$ cat config.mk
export PLATFORM = sky130hd
export DESIGN_NAME = keyboard_layout_remapper_core
export DESIGN_NICKNAME = d
export VERILOG_FILES = /design/src/kbr_pkg.sv /design/src/keyboard_layout_remapper_core.sv /design/src/kbr_held_mem.sv /design/src/kbr_evt_decode.sv /design/src/kbr_emit.sv
export VERILOG_INCLUDE_DIRS = /design/src /design/src/src
export SDC_FILE = /design/constraint.sdc
export NUM_CORES = 1
export LEC_CHECK = 0
export ABC_AREA = 0
export BUFFER_PORTS_ARGS = -buffer_cell sky130_fd_sc_hd__buf_2
export CORE_MARGIN = 2
export CORE_UTILIZATION = 50
export DETAILED_ROUTE_END_ITERATION = 7
export PLACE_DENSITY = 0.68
export SYNTH_ARGS = -nofsm -noshare
export SYNTH_HDL_FRONTEND = slang
export SYNTH_SLANG_ARGS = --single-unit
$ cat constraint.sdc
create_clock -name clk_i -period 11 [get_ports clk_i]
set_input_delay 2.2 -clock clk_i [delete_from_list [all_inputs] [get_ports clk_i]]
set_output_delay 2.2 -clock clk_i [all_outputs]
set_load 0.01 [all_outputs]
$ cat src/assert_macros.svh
// Assertion macros for the RTL of the key remapper.
`ifndef ASSERT_MACROS_SVH
`define ASSERT_MACROS_SVH
`ifndef SYNTHESIS
`define KBR_ASSERT(lbl, clk, rstn, prop) \
  lbl: assert property (@(posedge clk) disable iff (!rstn) prop) \
    else $error("kbr assertion failed");
`define KBR_NEVER(lbl, clk, rstn, expr) \
  lbl: assert property (@(posedge clk) disable iff (!rstn) !(expr)) \
    else $error("kbr forbidden condition seen");
`else
`define KBR_ASSERT(lbl, clk, rstn, prop)
`define KBR_NEVER(lbl, clk, rstn, expr)
`endif
`endif

$ cat src/kbr_pkg.sv
// Types, key codes and the Dvorak table of the key remapper.
`default_nettype none
package kbr_pkg;

  localparam int unsigned CODE_W = 10;
  localparam int unsigned TYPE_W = 5;
  localparam int unsigned VAL_W  = 32;
  localparam int unsigned MOD_W  = 5;

  localparam logic [TYPE_W-1:0] EVT_KEY = 5'd1;
  localparam logic [TYPE_W-1:0] EVT_LED = 5'd17;

  localparam logic [CODE_W-1:0] K_ESC    = 10'd1;
  localparam logic [CODE_W-1:0] K_ENTER  = 10'd28;
  localparam logic [CODE_W-1:0] K_CAPS   = 10'd58;
  localparam logic [CODE_W-1:0] K_SCROLL = 10'd70;
  localparam logic [CODE_W-1:0] K_KATA   = 10'd90;
  localparam logic [CODE_W-1:0] K_HIRA   = 10'd91;
  localparam logic [CODE_W-1:0] K_LCTRL  = 10'd29;
  localparam logic [CODE_W-1:0] K_RCTRL  = 10'd97;
  localparam logic [CODE_W-1:0] K_LALT   = 10'd56;
  localparam logic [CODE_W-1:0] K_LMETA  = 10'd125;
  localparam logic [CODE_W-1:0] K_RMETA  = 10'd126;

  localparam logic [CODE_W-1:0] LED_LOCK  = 10'd1;
  localparam logic [CODE_W-1:0] LED_DUMMY = 10'd3;

  localparam logic [MOD_W-1:0] MOD_LCTRL = 5'b00001;
  localparam logic [MOD_W-1:0] MOD_RCTRL = 5'b00010;
  localparam logic [MOD_W-1:0] MOD_LALT  = 5'b00100;
  localparam logic [MOD_W-1:0] MOD_LMETA = 5'b01000;
  localparam logic [MOD_W-1:0] MOD_RMETA = 5'b10000;
  localparam logic [MOD_W-1:0] MOD_CTRL_M = MOD_LCTRL | MOD_RCTRL;
  localparam logic [MOD_W-1:0] MOD_META_M = MOD_LMETA | MOD_RMETA;

  localparam logic [VAL_W-1:0] VAL_RELEASE = 32'd0;
  localparam logic [VAL_W-1:0] VAL_PRESS   = 32'd1;
  localparam logic [VAL_W-1:0] VAL_REPEAT  = 32'd2;

  // Dvorak codes for QWERTY codes 12..53, zero keeps the code
  localparam logic [CODE_W-1:0] DV_LO = 10'd12;
  localparam logic [CODE_W-1:0] DV_HI = 10'd53;
  localparam logic [CODE_W-1:0] DV_MAP [42] = '{
    10'd26, 10'd27, 10'd0,  10'd0,
    10'd40, 10'd51, 10'd52, 10'd25, 10'd21, 10'd33, 10'd34, 10'd46,
    10'd19, 10'd38, 10'd53, 10'd13,
    10'd0,  10'd0,
    10'd30, 10'd24, 10'd18, 10'd22, 10'd23, 10'd32, 10'd35, 10'd20,
    10'd49, 10'd31, 10'd12,
    10'd0,  10'd0,  10'd0,
    10'd39, 10'd16, 10'd36, 10'd37, 10'd45, 10'd48, 10'd50, 10'd17,
    10'd47, 10'd44
  };

  typedef enum logic [1:0] {
    ACT_NONE,
    ACT_PUSH,
    ACT_REPEAT,
    ACT_RELEASE
  } act_e;

  typedef enum logic [1:0] {
    ST_IDLE,
    ST_RD,
    ST_CMP,
    ST_FIN
  } state_e;

  typedef struct packed {
    logic             lock;
    logic             caps;
    logic             ent;
    logic             phase;
    logic [MOD_W-1:0] mods;
  } flags_t;

  typedef struct packed {
    logic              led1;
    logic              led1_val;
    logic              led3;
    logic              led3_val;
    logic              fwd;
    act_e              act;
    logic [CODE_W-1:0] dv;
    logic [CODE_W-1:0] fcode;
  } plan_t;

  typedef struct packed {
    logic              led1;
    logic              led1_val;
    logic              led3;
    logic              led3_val;
    logic              fwd;
    logic [TYPE_W-1:0] ev_type;
    logic [CODE_W-1:0] code;
    logic [VAL_W-1:0]  value;
  } emit_req_t;

  typedef struct packed {
    logic fwd;
    logic led3;
    logic led1;
  } pend_t;

  function automatic logic [CODE_W-1:0] dvorak_of(input logic [CODE_W-1:0] code);
    logic [CODE_W-1:0] off;
    logic [CODE_W-1:0] m;
    off = code - DV_LO;
    m   = DV_MAP[off[5:0]];
    if (code >= DV_LO && code <= DV_HI && m != '0) begin
      return m;
    end
    return code;
  endfunction

  function automatic logic [MOD_W-1:0] mod_bit(input logic [CODE_W-1:0] code);
    logic [MOD_W-1:0] mb;
    mb = '0;
    if (code == K_LCTRL) mb = MOD_LCTRL;
    if (code == K_RCTRL) mb = MOD_RCTRL;
    if (code == K_LALT)  mb = MOD_LALT;
    if (code == K_LMETA) mb = MOD_LMETA;
    if (code == K_RMETA) mb = MOD_RMETA;
    return mb;
  endfunction

endpackage
`default_nettype wire

$ cat src/keyboard_layout_remapper_core.sv
// Top level of the QWERTY to Dvorak key remapper.
//
//  port group    dir  handshake              payload
//  input item    in   in_valid_i/in_ready_o  event_type_i, key_code_i, event_value_i
//  result item   out  out_valid_o/out_ready_i destination_o, out_type_o, out_code_o,
//                                            out_value_o, last_o
//  config        in   APB psel/penable/pwrite paddr, pwdata, prdata
//
// One item at a time. The item is decoded in its accept cycle; a press pushes into the
// held table at the accept edge. A release or repeat then walks the held table entry by
// entry (read, then compare/write) through the registered memory read port; a repeat
// stops at its first match. The FIN state hands the results to the sequencer, which holds
// them as pending results and registers each one out. Results (0 to 3 per item) leave one
// per cycle while out_ready_i is high; the next item is taken once the sequencer holds no
// pending result, even if the last one still waits downstream.
// Reset: asynchronous, active low; lock starts on. The held table is tracked by a
// fill count, so the memory needs no clearing pass after reset.
`default_nettype none
`include "assert_macros.svh"
module keyboard_layout_remapper_core import kbr_pkg::*; #(
  parameter int unsigned TABLE_DEPTH = 32
) (
  input  wire logic                     clk_i,
  input  wire logic                     rst_ni,
  // input item channel
  input  wire logic                     in_valid_i,
  output      logic                     in_ready_o,
  input  wire logic        [TYPE_W-1:0] event_type_i,
  input  wire logic        [CODE_W-1:0] key_code_i,
  input  wire logic signed [VAL_W-1:0]  event_value_i,
  // result item channel
  output      logic                     out_valid_o,
  input  wire logic                     out_ready_i,
  output      logic                     destination_o,
  output      logic        [TYPE_W-1:0] out_type_o,
  output      logic        [CODE_W-1:0] out_code_o,
  output      logic signed [VAL_W-1:0]  out_value_o,
  output      logic                     last_o,
  // configuration port
  input  wire logic                     psel,
  input  wire logic                     penable,
  input  wire logic                     pwrite,
  input  wire logic        [2:0]        paddr,
  input  wire logic        [31:0]       pwdata,
  output      logic        [31:0]       prdata,
  output      logic                     pready
);

  localparam int unsigned CNT_W  = $clog2(TABLE_DEPTH + 1);
  localparam int unsigned ADDR_W = (TABLE_DEPTH > 1) ? $clog2(TABLE_DEPTH) : 1;

  // config registers
  logic tme_q;
  logic dle_q;
  logic cfg_wr;

  assign pready = 1'b1;
  assign cfg_wr = psel && penable && pwrite;
  assign prdata = paddr[2] ? {31'b0, dle_q} : {31'b0, tme_q};

  always_ff @(posedge clk_i or negedge rst_ni) begin
    if (!rst_ni) begin
      tme_q <= 1'b0;
      dle_q <= 1'b0;
    end else if (cfg_wr) begin
      if (paddr[2]) begin
        dle_q <= pwdata[0];
      end else begin
        tme_q <= pwdata[0];
      end
    end
  end

  // control state
  state_e                   st_q, st_d;
  flags_t                   flags_q, flags_d;
  logic        [CNT_W-1:0]  held_cnt_q, held_cnt_d;
  logic        [ADDR_W-1:0] idx_q, idx_d;
  logic        [CNT_W-1:0]  top_q, top_d;
  logic                     found_q, found_d;
  // per-item payload
  plan_t                    plan_q, plan_d;
  logic        [TYPE_W-1:0] type_q, type_d;
  logic signed [VAL_W-1:0]  val_q, val_d;
  logic        [CODE_W-1:0] fcode_q, fcode_d;

  flags_t                   dec_flags;
  plan_t                    dec_plan;
  logic                     table_full;
  logic                     emit_busy;
  logic                     emit_start;
  emit_req_t                emit_req;

  logic                     mem_we;
  logic        [ADDR_W-1:0] mem_waddr;
  logic        [CODE_W-1:0] mem_wdata;
  logic                     mem_re;
  logic        [ADDR_W-1:0] mem_raddr;
  logic        [CODE_W-1:0] mem_rdata;

  logic                     hit;
  logic                     last_ent;
  logic        [CNT_W-1:0]  idx_ext;
  logic                     push_acc;

  assign table_full = (held_cnt_q >= CNT_W'(TABLE_DEPTH));

  kbr_evt_decode u_dec (
    .event_type_i  (event_type_i),
    .key_code_i    (key_code_i),
    .event_value_i (event_value_i),
    .toggle_en_i   (tme_q),
    .dummy_en_i    (dle_q),
    .table_full_i  (table_full),
    .flags_i       (flags_q),
    .flags_o       (dec_flags),
    .plan_o        (dec_plan)
  );

  kbr_held_mem #(
    .DEPTH  (TABLE_DEPTH),
    .ADDR_W (ADDR_W)
  ) u_mem (
    .clk_i   (clk_i),
    .we_i    (mem_we),
    .waddr_i (mem_waddr),
    .wdata_i (mem_wdata),
    .re_i    (mem_re),
    .raddr_i (mem_raddr),
    .rdata_o (mem_rdata)
  );

  always_comb begin
    st_d       = st_q;
    flags_d    = flags_q;
    held_cnt_d = held_cnt_q;
    idx_d      = idx_q;
    top_d      = top_q;
    found_d    = found_q;
    plan_d     = plan_q;
    type_d     = type_q;
    val_d      = val_q;
    fcode_d    = fcode_q;
    mem_we     = 1'b0;
    mem_waddr  = idx_q;
    mem_wdata  = '0;
    mem_re     = 1'b0;
    mem_raddr  = idx_q;
    emit_start = 1'b0;
    in_ready_o = (st_q == ST_IDLE) && !emit_busy;
    idx_ext    = CNT_W'(idx_q);
    last_ent   = ((idx_ext + CNT_W'(1)) == held_cnt_q);
    hit        = (mem_rdata == plan_q.dv) && !found_q;

    unique case (st_q)
      ST_IDLE: begin
        if (in_valid_i && in_ready_o) begin
          flags_d = dec_flags;
          plan_d  = dec_plan;
          type_d  = event_type_i;
          val_d   = event_value_i;
          fcode_d = dec_plan.fcode;
          idx_d   = '0;
          top_d   = '0;
          found_d = 1'b0;
          st_d    = ST_FIN;
          unique case (dec_plan.act)
            ACT_PUSH: begin
              // free slot at the fill count
              mem_we     = 1'b1;
              mem_waddr  = held_cnt_q[ADDR_W-1:0];
              mem_wdata  = dec_plan.dv;
              held_cnt_d = held_cnt_q + CNT_W'(1);
              fcode_d    = dec_plan.dv;
            end
            ACT_REPEAT, ACT_RELEASE: begin
              if (held_cnt_q != '0) begin
                st_d = ST_RD;
              end
            end
            ACT_NONE: begin
            end
          endcase
        end
      end
      ST_RD: begin
        mem_re    = 1'b1;
        mem_raddr = idx_q;
        st_d      = ST_CMP;
      end
      ST_CMP: begin
        if (plan_q.act == ACT_REPEAT) begin
          if (hit) begin
            fcode_d = plan_q.dv;
            st_d    = ST_FIN;
          end else if (last_ent) begin
            st_d = ST_FIN;
          end else begin
            idx_d = idx_q + ADDR_W'(1);
            st_d  = ST_RD;
          end
        end else begin
          // release: clear first match, track end of the occupied region
          if (hit) begin
            mem_we    = 1'b1;
            mem_waddr = idx_q;
            mem_wdata = '0;
            found_d   = 1'b1;
          end else if (mem_rdata != '0) begin
            top_d = idx_ext + CNT_W'(1);
          end
          if (last_ent) begin
            if (hit || found_q) begin
              held_cnt_d = top_d;
              fcode_d    = plan_q.dv;
            end
            st_d = ST_FIN;
          end else begin
            idx_d = idx_q + ADDR_W'(1);
            st_d  = ST_RD;
          end
        end
      end
      ST_FIN: begin
        emit_start = 1'b1;
        st_d       = ST_IDLE;
      end
    endcase
  end

  always_ff @(posedge clk_i or negedge rst_ni) begin
    if (!rst_ni) begin
      st_q       <= ST_IDLE;
      flags_q    <= '{lock: 1'b1, caps: 1'b0, ent: 1'b0, phase: 1'b0, mods: '0};
      held_cnt_q <= '0;
      idx_q      <= '0;
      top_q      <= '0;
      found_q    <= 1'b0;
    end else begin
      st_q       <= st_d;
      flags_q    <= flags_d;
      held_cnt_q <= held_cnt_d;
      idx_q      <= idx_d;
      top_q      <= top_d;
      found_q    <= found_d;
    end
  end

  always_ff @(posedge clk_i) begin
    plan_q  <= plan_d;
    type_q  <= type_d;
    val_q   <= val_d;
    fcode_q <= fcode_d;
  end

  always_comb begin
    emit_req.led1     = plan_q.led1;
    emit_req.led1_val = plan_q.led1_val;
    emit_req.led3     = plan_q.led3;
    emit_req.led3_val = plan_q.led3_val;
    emit_req.fwd      = plan_q.fwd;
    emit_req.ev_type  = type_q;
    emit_req.code     = fcode_q;
    emit_req.value    = val_q;
  end

  kbr_emit u_emit (
    .clk_i         (clk_i),
    .rst_ni        (rst_ni),
    .start_i       (emit_start),
    .req_i         (emit_req),
    .busy_o        (emit_busy),
    .out_ready_i   (out_ready_i),
    .out_valid_o   (out_valid_o),
    .destination_o (destination_o),
    .out_type_o    (out_type_o),
    .out_code_o    (out_code_o),
    .out_value_o   (out_value_o),
    .last_o        (last_o)
  );

  assign push_acc = in_valid_i && in_ready_o && (dec_plan.act == ACT_PUSH);

  // fill count never passes the table size
  `KBR_NEVER(a_cnt_bound, clk_i, rst_ni, held_cnt_q > CNT_W'(TABLE_DEPTH))
  // the walk only looks at slots below the fill count
  `KBR_ASSERT(a_scan_in_range, clk_i, rst_ni, (st_q == ST_CMP) |-> (idx_ext < held_cnt_q))
  // a push grows the table by exactly one
  `KBR_ASSERT(a_push_grows, clk_i, rst_ni, push_acc |=> (held_cnt_q == $past(held_cnt_q) + CNT_W'(1)))
  // results are handed over only to an empty sequencer
  `KBR_ASSERT(a_start_idle, clk_i, rst_ni, (st_q == ST_FIN) |-> !emit_busy)

endmodule
`default_nettype wire

$ cat src/kbr_held_mem.sv
// Synchronous memory for the held remapped key codes.
`default_nettype none
module kbr_held_mem import kbr_pkg::*; #(
  parameter int unsigned DEPTH  = 32,
  parameter int unsigned ADDR_W = 5
) (
  input  wire logic              clk_i,
  input  wire logic              we_i,
  input  wire logic [ADDR_W-1:0] waddr_i,
  input  wire logic [CODE_W-1:0] wdata_i,
  input  wire logic              re_i,
  input  wire logic [ADDR_W-1:0] raddr_i,
  output      logic [CODE_W-1:0] rdata_o
);

  logic [CODE_W-1:0] mem_q [DEPTH];
  logic [CODE_W-1:0] rdata_q;

  always_ff @(posedge clk_i) begin
    if (we_i) begin
      mem_q[waddr_i] <= wdata_i;
    end
  end

  always_ff @(posedge clk_i) begin
    if (re_i) begin
      rdata_q <= mem_q[raddr_i];
    end
  end

  assign rdata_o = rdata_q;

endmodule
`default_nettype wire

$ cat src/kbr_evt_decode.sv
// Event decode: flag updates, LED writes and held-table action for one item.
`default_nettype none
module kbr_evt_decode import kbr_pkg::*; (
  input  wire logic              [TYPE_W-1:0] event_type_i,
  input  wire logic              [CODE_W-1:0] key_code_i,
  input  wire logic signed       [VAL_W-1:0]  event_value_i,
  input  wire logic                           toggle_en_i,
  input  wire logic                           dummy_en_i,
  input  wire logic                           table_full_i,
  input  wire flags_t                         flags_i,
  output      flags_t                         flags_o,
  output      plan_t                          plan_o
);

  logic              is_key;
  logic              v_press;
  logic              v_repeat;
  logic              v_release;
  logic [MOD_W-1:0]  mb;
  logic [CODE_W-1:0] dv;
  flags_t            nf;
  plan_t             p;

  always_comb begin
    is_key    = (event_type_i == EVT_KEY);
    v_press   = (event_value_i == VAL_PRESS);
    v_repeat  = (event_value_i == VAL_REPEAT);
    v_release = (event_value_i == VAL_RELEASE);
    mb        = mod_bit(key_code_i);
    dv        = dvorak_of(key_code_i);
    nf        = flags_i;

    p.led1     = 1'b0;
    p.led1_val = 1'b0;
    p.led3     = 1'b0;
    p.led3_val = 1'b0;
    p.fwd      = 1'b1;
    p.act      = ACT_NONE;
    p.dv       = dv;
    p.fcode    = key_code_i;
    if (is_key && key_code_i == K_SCROLL) begin
      p.fcode = K_KATA;
    end else if (is_key && key_code_i == K_CAPS) begin
      p.fcode = K_HIRA;
    end

    // lock selection on Scroll Lock press
    if (is_key && key_code_i == K_SCROLL && v_press) begin
      if (toggle_en_i) begin
        priority if ((flags_i.mods & MOD_CTRL_M) != '0) begin
          nf.lock = 1'b1;
          nf.ent  = 1'b0;
        end else if ((flags_i.mods & MOD_LALT) != '0) begin
          nf.lock = 1'b0;
          nf.ent  = 1'b0;
        end else if ((flags_i.mods & MOD_META_M) != '0) begin
          nf.lock = 1'b0;
          nf.ent  = 1'b1;
        end else begin
          nf.lock = ~flags_i.lock;
        end
      end else begin
        nf.lock = ~flags_i.lock;
        nf.ent  = 1'b0;
      end
    end

    if (nf.ent && is_key && v_press) begin
      if (key_code_i == K_ENTER) begin
        nf.lock = ~nf.lock;
      end else if (key_code_i == K_ESC) begin
        nf.lock = 1'b0;
      end
    end

    // LED write-back
    if (dummy_en_i) begin
      if ((is_key && v_press) || (event_type_i == EVT_LED && key_code_i != LED_DUMMY)) begin
        p.led1     = 1'b1;
        p.led1_val = nf.lock;
        p.led3     = 1'b1;
        p.led3_val = flags_i.phase;
        nf.phase   = ~flags_i.phase;
      end
    end else if ((is_key && key_code_i == K_CAPS) || event_type_i == EVT_LED) begin
      p.led1     = 1'b1;
      p.led1_val = nf.lock;
    end

    if (is_key) begin
      if (key_code_i == K_CAPS) begin
        nf.caps = !v_release;
      end
      if (mb != '0) begin
        nf.mods = v_release ? (nf.mods & ~mb) : (nf.mods | mb);
      end
      if (dv != key_code_i) begin
        if (v_press) begin
          if (nf.mods == '0 && nf.lock != nf.caps) begin
            if (table_full_i) begin
              p.fwd = 1'b0;
            end else begin
              p.act = ACT_PUSH;
            end
          end
        end else if (v_repeat) begin
          p.act = ACT_REPEAT;
        end else if (v_release) begin
          p.act = ACT_RELEASE;
        end
      end
    end

    flags_o = nf;
    plan_o  = p;
  end

endmodule
`default_nettype wire

$ cat src/kbr_emit.sv
// Result sequencer: LED writes then the forwarded event, through an output register.
`default_nettype none
module kbr_emit import kbr_pkg::*; (
  input  wire logic                      clk_i,
  input  wire logic                      rst_ni,
  input  wire logic                      start_i,
  input  wire emit_req_t                 req_i,
  output      logic                      busy_o,
  input  wire logic                      out_ready_i,
  output      logic                      out_valid_o,
  output      logic                      destination_o,
  output      logic        [TYPE_W-1:0]  out_type_o,
  output      logic        [CODE_W-1:0]  out_code_o,
  output      logic signed [VAL_W-1:0]   out_value_o,
  output      logic                      last_o
);

  pend_t                    pend_q, pend_d;
  emit_req_t                req_q, req_d;
  logic                     ovalid_q, ovalid_d;
  logic                     dst_q, dst_d;
  logic        [TYPE_W-1:0] type_q, type_d;
  logic        [CODE_W-1:0] code_q, code_d;
  logic signed [VAL_W-1:0]  val_q, val_d;
  logic                     last_q, last_d;
  logic                     slot_free;

  always_comb begin
    slot_free = !ovalid_q || out_ready_i;
    pend_d    = pend_q;
    req_d     = req_q;
    ovalid_d  = ovalid_q && !out_ready_i;
    dst_d     = dst_q;
    type_d    = type_q;
    code_d    = code_q;
    val_d     = val_q;
    last_d    = last_q;
    if (start_i) begin
      pend_d.led1 = req_i.led1;
      pend_d.led3 = req_i.led3;
      pend_d.fwd  = req_i.fwd;
      req_d       = req_i;
    end else if (slot_free && pend_q != '0) begin
      ovalid_d = 1'b1;
      priority if (pend_q.led1) begin
        dst_d       = 1'b1;
        type_d      = EVT_LED;
        code_d      = LED_LOCK;
        val_d       = {{(VAL_W-1){1'b0}}, req_q.led1_val};
        pend_d.led1 = 1'b0;
      end else if (pend_q.led3) begin
        dst_d       = 1'b1;
        type_d      = EVT_LED;
        code_d      = LED_DUMMY;
        val_d       = {{(VAL_W-1){1'b0}}, req_q.led3_val};
        pend_d.led3 = 1'b0;
      end else begin
        dst_d      = 1'b0;
        type_d     = req_q.ev_type;
        code_d     = req_q.code;
        val_d      = req_q.value;
        pend_d.fwd = 1'b0;
      end
      last_d = (pend_d == '0);
    end
  end

  always_ff @(posedge clk_i or negedge rst_ni) begin
    if (!rst_ni) begin
      pend_q   <= '0;
      ovalid_q <= 1'b0;
    end else begin
      pend_q   <= pend_d;
      ovalid_q <= ovalid_d;
    end
  end

  always_ff @(posedge clk_i) begin
    req_q  <= req_d;
    dst_q  <= dst_d;
    type_q <= type_d;
    code_q <= code_d;
    val_q  <= val_d;
    last_q <= last_d;
  end

  assign busy_o        = (pend_q != '0);
  assign out_valid_o   = ovalid_q;
  assign destination_o = dst_q;
  assign out_type_o    = type_q;
  assign out_code_o    = code_q;
  assign out_value_o   = val_q;
  assign last_o        = last_q;

endmodule
`default_nettype wire
==> reports/results.ini <==
[global_routing]
grt_max_degree = 59
grtUsageTotal_pct = 19.8
antenna_found_initial = 0
grt_pass1_vias = 12000
grt_pass1_wl_mm = 70.3
grt_overflow_total = 0

[timing]
skew_ns = 0.0142
drv_slew = 0
max_freq_mhz = 141
fin_crit_ns = 7.11
fin_setup_tns_ns = 0
slew_headroom_pct = 12.5
finalSetupViolCount = 0
period_share_pct = 64.7
rsz0062_at_grt = false
tightest_slew_ns = 1.31
hold_viol_final = 0

[worst_setup_path]
crit_fanout = 34
worst_ep_required_time_ns = 11.20
rr_worst_depth = 9
critPathLaunchType = primary input
crit_path_end_kind = flip-flop
arrival_ns = 7.31
critPathKind = primary input to flip-flop

[clock_network]
htree_levels = 2
clock_latency_ns = 0.59
cts_root_buf = clkbuf_16
postCtsHoldBufs = 0
clkTransAtPathRegs_ns = 0.06
cts_resized = 0
cts-buffers-inserted = 52
post-cts-setup-buffer-count = 0
cts_sinks = 527
clockBufferDepth = 3
cts_tree = built

[drt]
wl_mm = 45.4
drtPass1Iterations = 5
ant_nets = 0
wl_per_cell_um = 20.8
drt_iter0_markers = 1088
vias = 12100
viasPerCell = 5.56
drc_errors = 0

[place]
hpwlAfterDp_mm = 29.4
gp_congestion = 0.878
port_buffers = 107
placed_cells = 2094

[power]
power_density_nw_per_um2 = 213
power_mw = 5.47
p_leak_nw = 8.63
peakVddDrop_mv = 0.178

[floorplanning]
dieArea_um2 = 46500
start_util_pct = 50.6
die_w_um = 216
die_h_um = 216
num_io_pins = 173
rows = 77
core_um2 = 44200

[yosys]
synth-seq-area-share_pct = 69.9
synthFlopType = edfxtp_1
yosys_warnings = 0
synthCells = 1324
synth_area_per_cell_um2 = 16.9
synthDistinctLibCells = 77
syn_area_um2 = 22400
synth-edff-count = 492
async_reset_ff_share_pct = 6.64
ys_ff_latch = 527

[cells_and_area]
drive_gt1_share_pct = 22.9
finish.net_count = 1660
diodes = 0
stdcell_count = 2185
area_growth_pct = 14.4

[run]
maxCapViolations = 0

[worst_hold_path]
worstHoldPathType = flip-flop to flip-flop
hold_depth = 0

[status]
status = finished, final reports clean

[placed cells by master, fill, tap and decap left out, drive strengths merged, types with 15 or more instances in the layout]
master | Yosys | final
edfxtp | 492 | 492
o22ai | 36 | 36
a21oi | 27 | 27
ha | 15 | 15
buf | 59 | 125
inv | 29 | 31
mux4 | 102 | 102
and2 | 49 | 49
nor2 | 54 | 54
mux2i | 19 | 19
clkbuf | 46 | 60
clkinv | 0 | 17
nand2 | 54 | 54
dfrtp | 34 | 34
conb | 2 | 160
o21ai | 37 | 37
nor2b | 15 | 15
nor4 | 15 | 15
or3 | 18 | 18
nand3 | 24 | 24
mux2 | 26 | 26
[Yosys cell counts, types with 19 or more instances]
cell | count | area share, %
a21oi_1 | 26 | 0.58
and2_1 | 49 | 1.4
buf_4 | 36 | 1.2
clkbuf_1 | 46 | 0.77
dfrtp_1 | 34 | 3.8
edfxtp_1 | 492 | 66
inv_1 | 29 | 0.49
mux2_2 | 23 | 1.2
mux2i_1 | 19 | 0.85
mux4_2 | 102 | 10
nand2_1 | 54 | 0.91
nand3_1 | 23 | 0.51
nor2_1 | 54 | 0.91
o21ai_0 | 37 | 0.83
o22ai_1 | 36 | 1.0
[worst max-delay path: stages]
cell and delay [ns]:
buf_2 0.50, inv_1 0.25, ha_1 0.93, nand2_1 0.17
o221ai_1 0.26, a21boi_0 0.42, xnor2_1 0.11, o211ai_1 0.20
or4_4 0.21, nand4_2 0.33, or3_1 0.65, o22ai_1 1.02
[cell type report]
cell class / count / area (um2)
Tap cell: 592 / 741
Timing Repair Buffer: 125 / 671
Sequential cell: 527 / 15700
Fill cell: 3302 / 18600
Clock buffer: 60 / 1340
Multi-Input combinational cell: 821 / 6700
Inverter: 29 / 109
Clock inverter: 31 / 397
[routing by layer]
layer	GRT usage, %	wire length, um	vias to the layer above
li1	-	-	5524
met1	27.5	19200	6122
met2	32.5	22200	427
met3	3.03	2850	74
met4	5.95	1120	0
met5	0	0	-
[final timing paths]
check / startpoint / to / slack (ns)
worst max-delay path: key_code_i[2] / u_mem.mem_q[3][8] / 3.89
worst min-delay path: val_q[10] / u_emit.req_q[10] / 0.42
worst max register to register: u_emit.pend_q[0] / u_mem.mem_q[3][8] / 6.31
worst min register to register: val_q[10] / u_emit.req_q[10] / 0.42
max in group asynchronous: rst_ni / idx_q[0] / 8.58
min in group asynchronous: rst_ni / idx_q[1] / 1.76
[state kept, by name (all words and copies together), names as in the netlist, 6 cells and up]
register / cells
u_emit.out_code_o: 10
held_cnt_q: 6
u_emit.req_q: 49
flags_q: 9
top_q: 6
u_emit.out_value_o: 32
fcode_q: 10
u_mem.rdata_o: 10
plan_q: 12
u_mem.mem_q: 320
val_q: 32
[cells by family (layout without fill, tap and decap cells)]
| logic type | after synthesis | in the layout | share of synthesized area, % |
|---|---|---|---|
| DFF | 527 | 527 | 69.9 |
| and+or+nand+nor | 297 | 297 | 7.34 |
| AOI/OAI and AO/OA | 174 | 174 | 5.27 |
| muxes | 147 | 147 | 12.5 |
| buffers and inverters | 134 | 245 | 2.99 |
| xor gates and xnor gates | 28 | 28 | 1.18 |
| adders and majority gates | 15 | 15 | 0.838 |
| other | 2 | 160 | 0.0335 |
[report_power, final]
group          total (mW)  leakage [nW]  internal, mW  switching (mW)
Combinational        1.01          2.90         0.421           0.590
Sequential           2.65          4.89          2.50           0.146
Clock                1.81         0.841          1.08           0.725
[stage by stage]
| stage | cell area (um2) | hold slack [ns] | worst slack, ns | utilization [%] |
|---|---|---|---|---|
| after global routing | 25600 | 0.419 | 3.38 | 57.9 |
| after global placement | 23900 | 0.401 | 3.40 | 54.0 |
| after floorplan | 23000 | 0.400 | 4.93 | - |
| after detailed placement | 23900 | 0.405 | 3.33 | 54.0 |
| after CTS | 25600 | 0.418 | 3.94 | 57.9 |
| final | 25600 | 0.417 | 3.89 | 57.9 |
No activity file was read; power rests on OpenSTA's default activity.
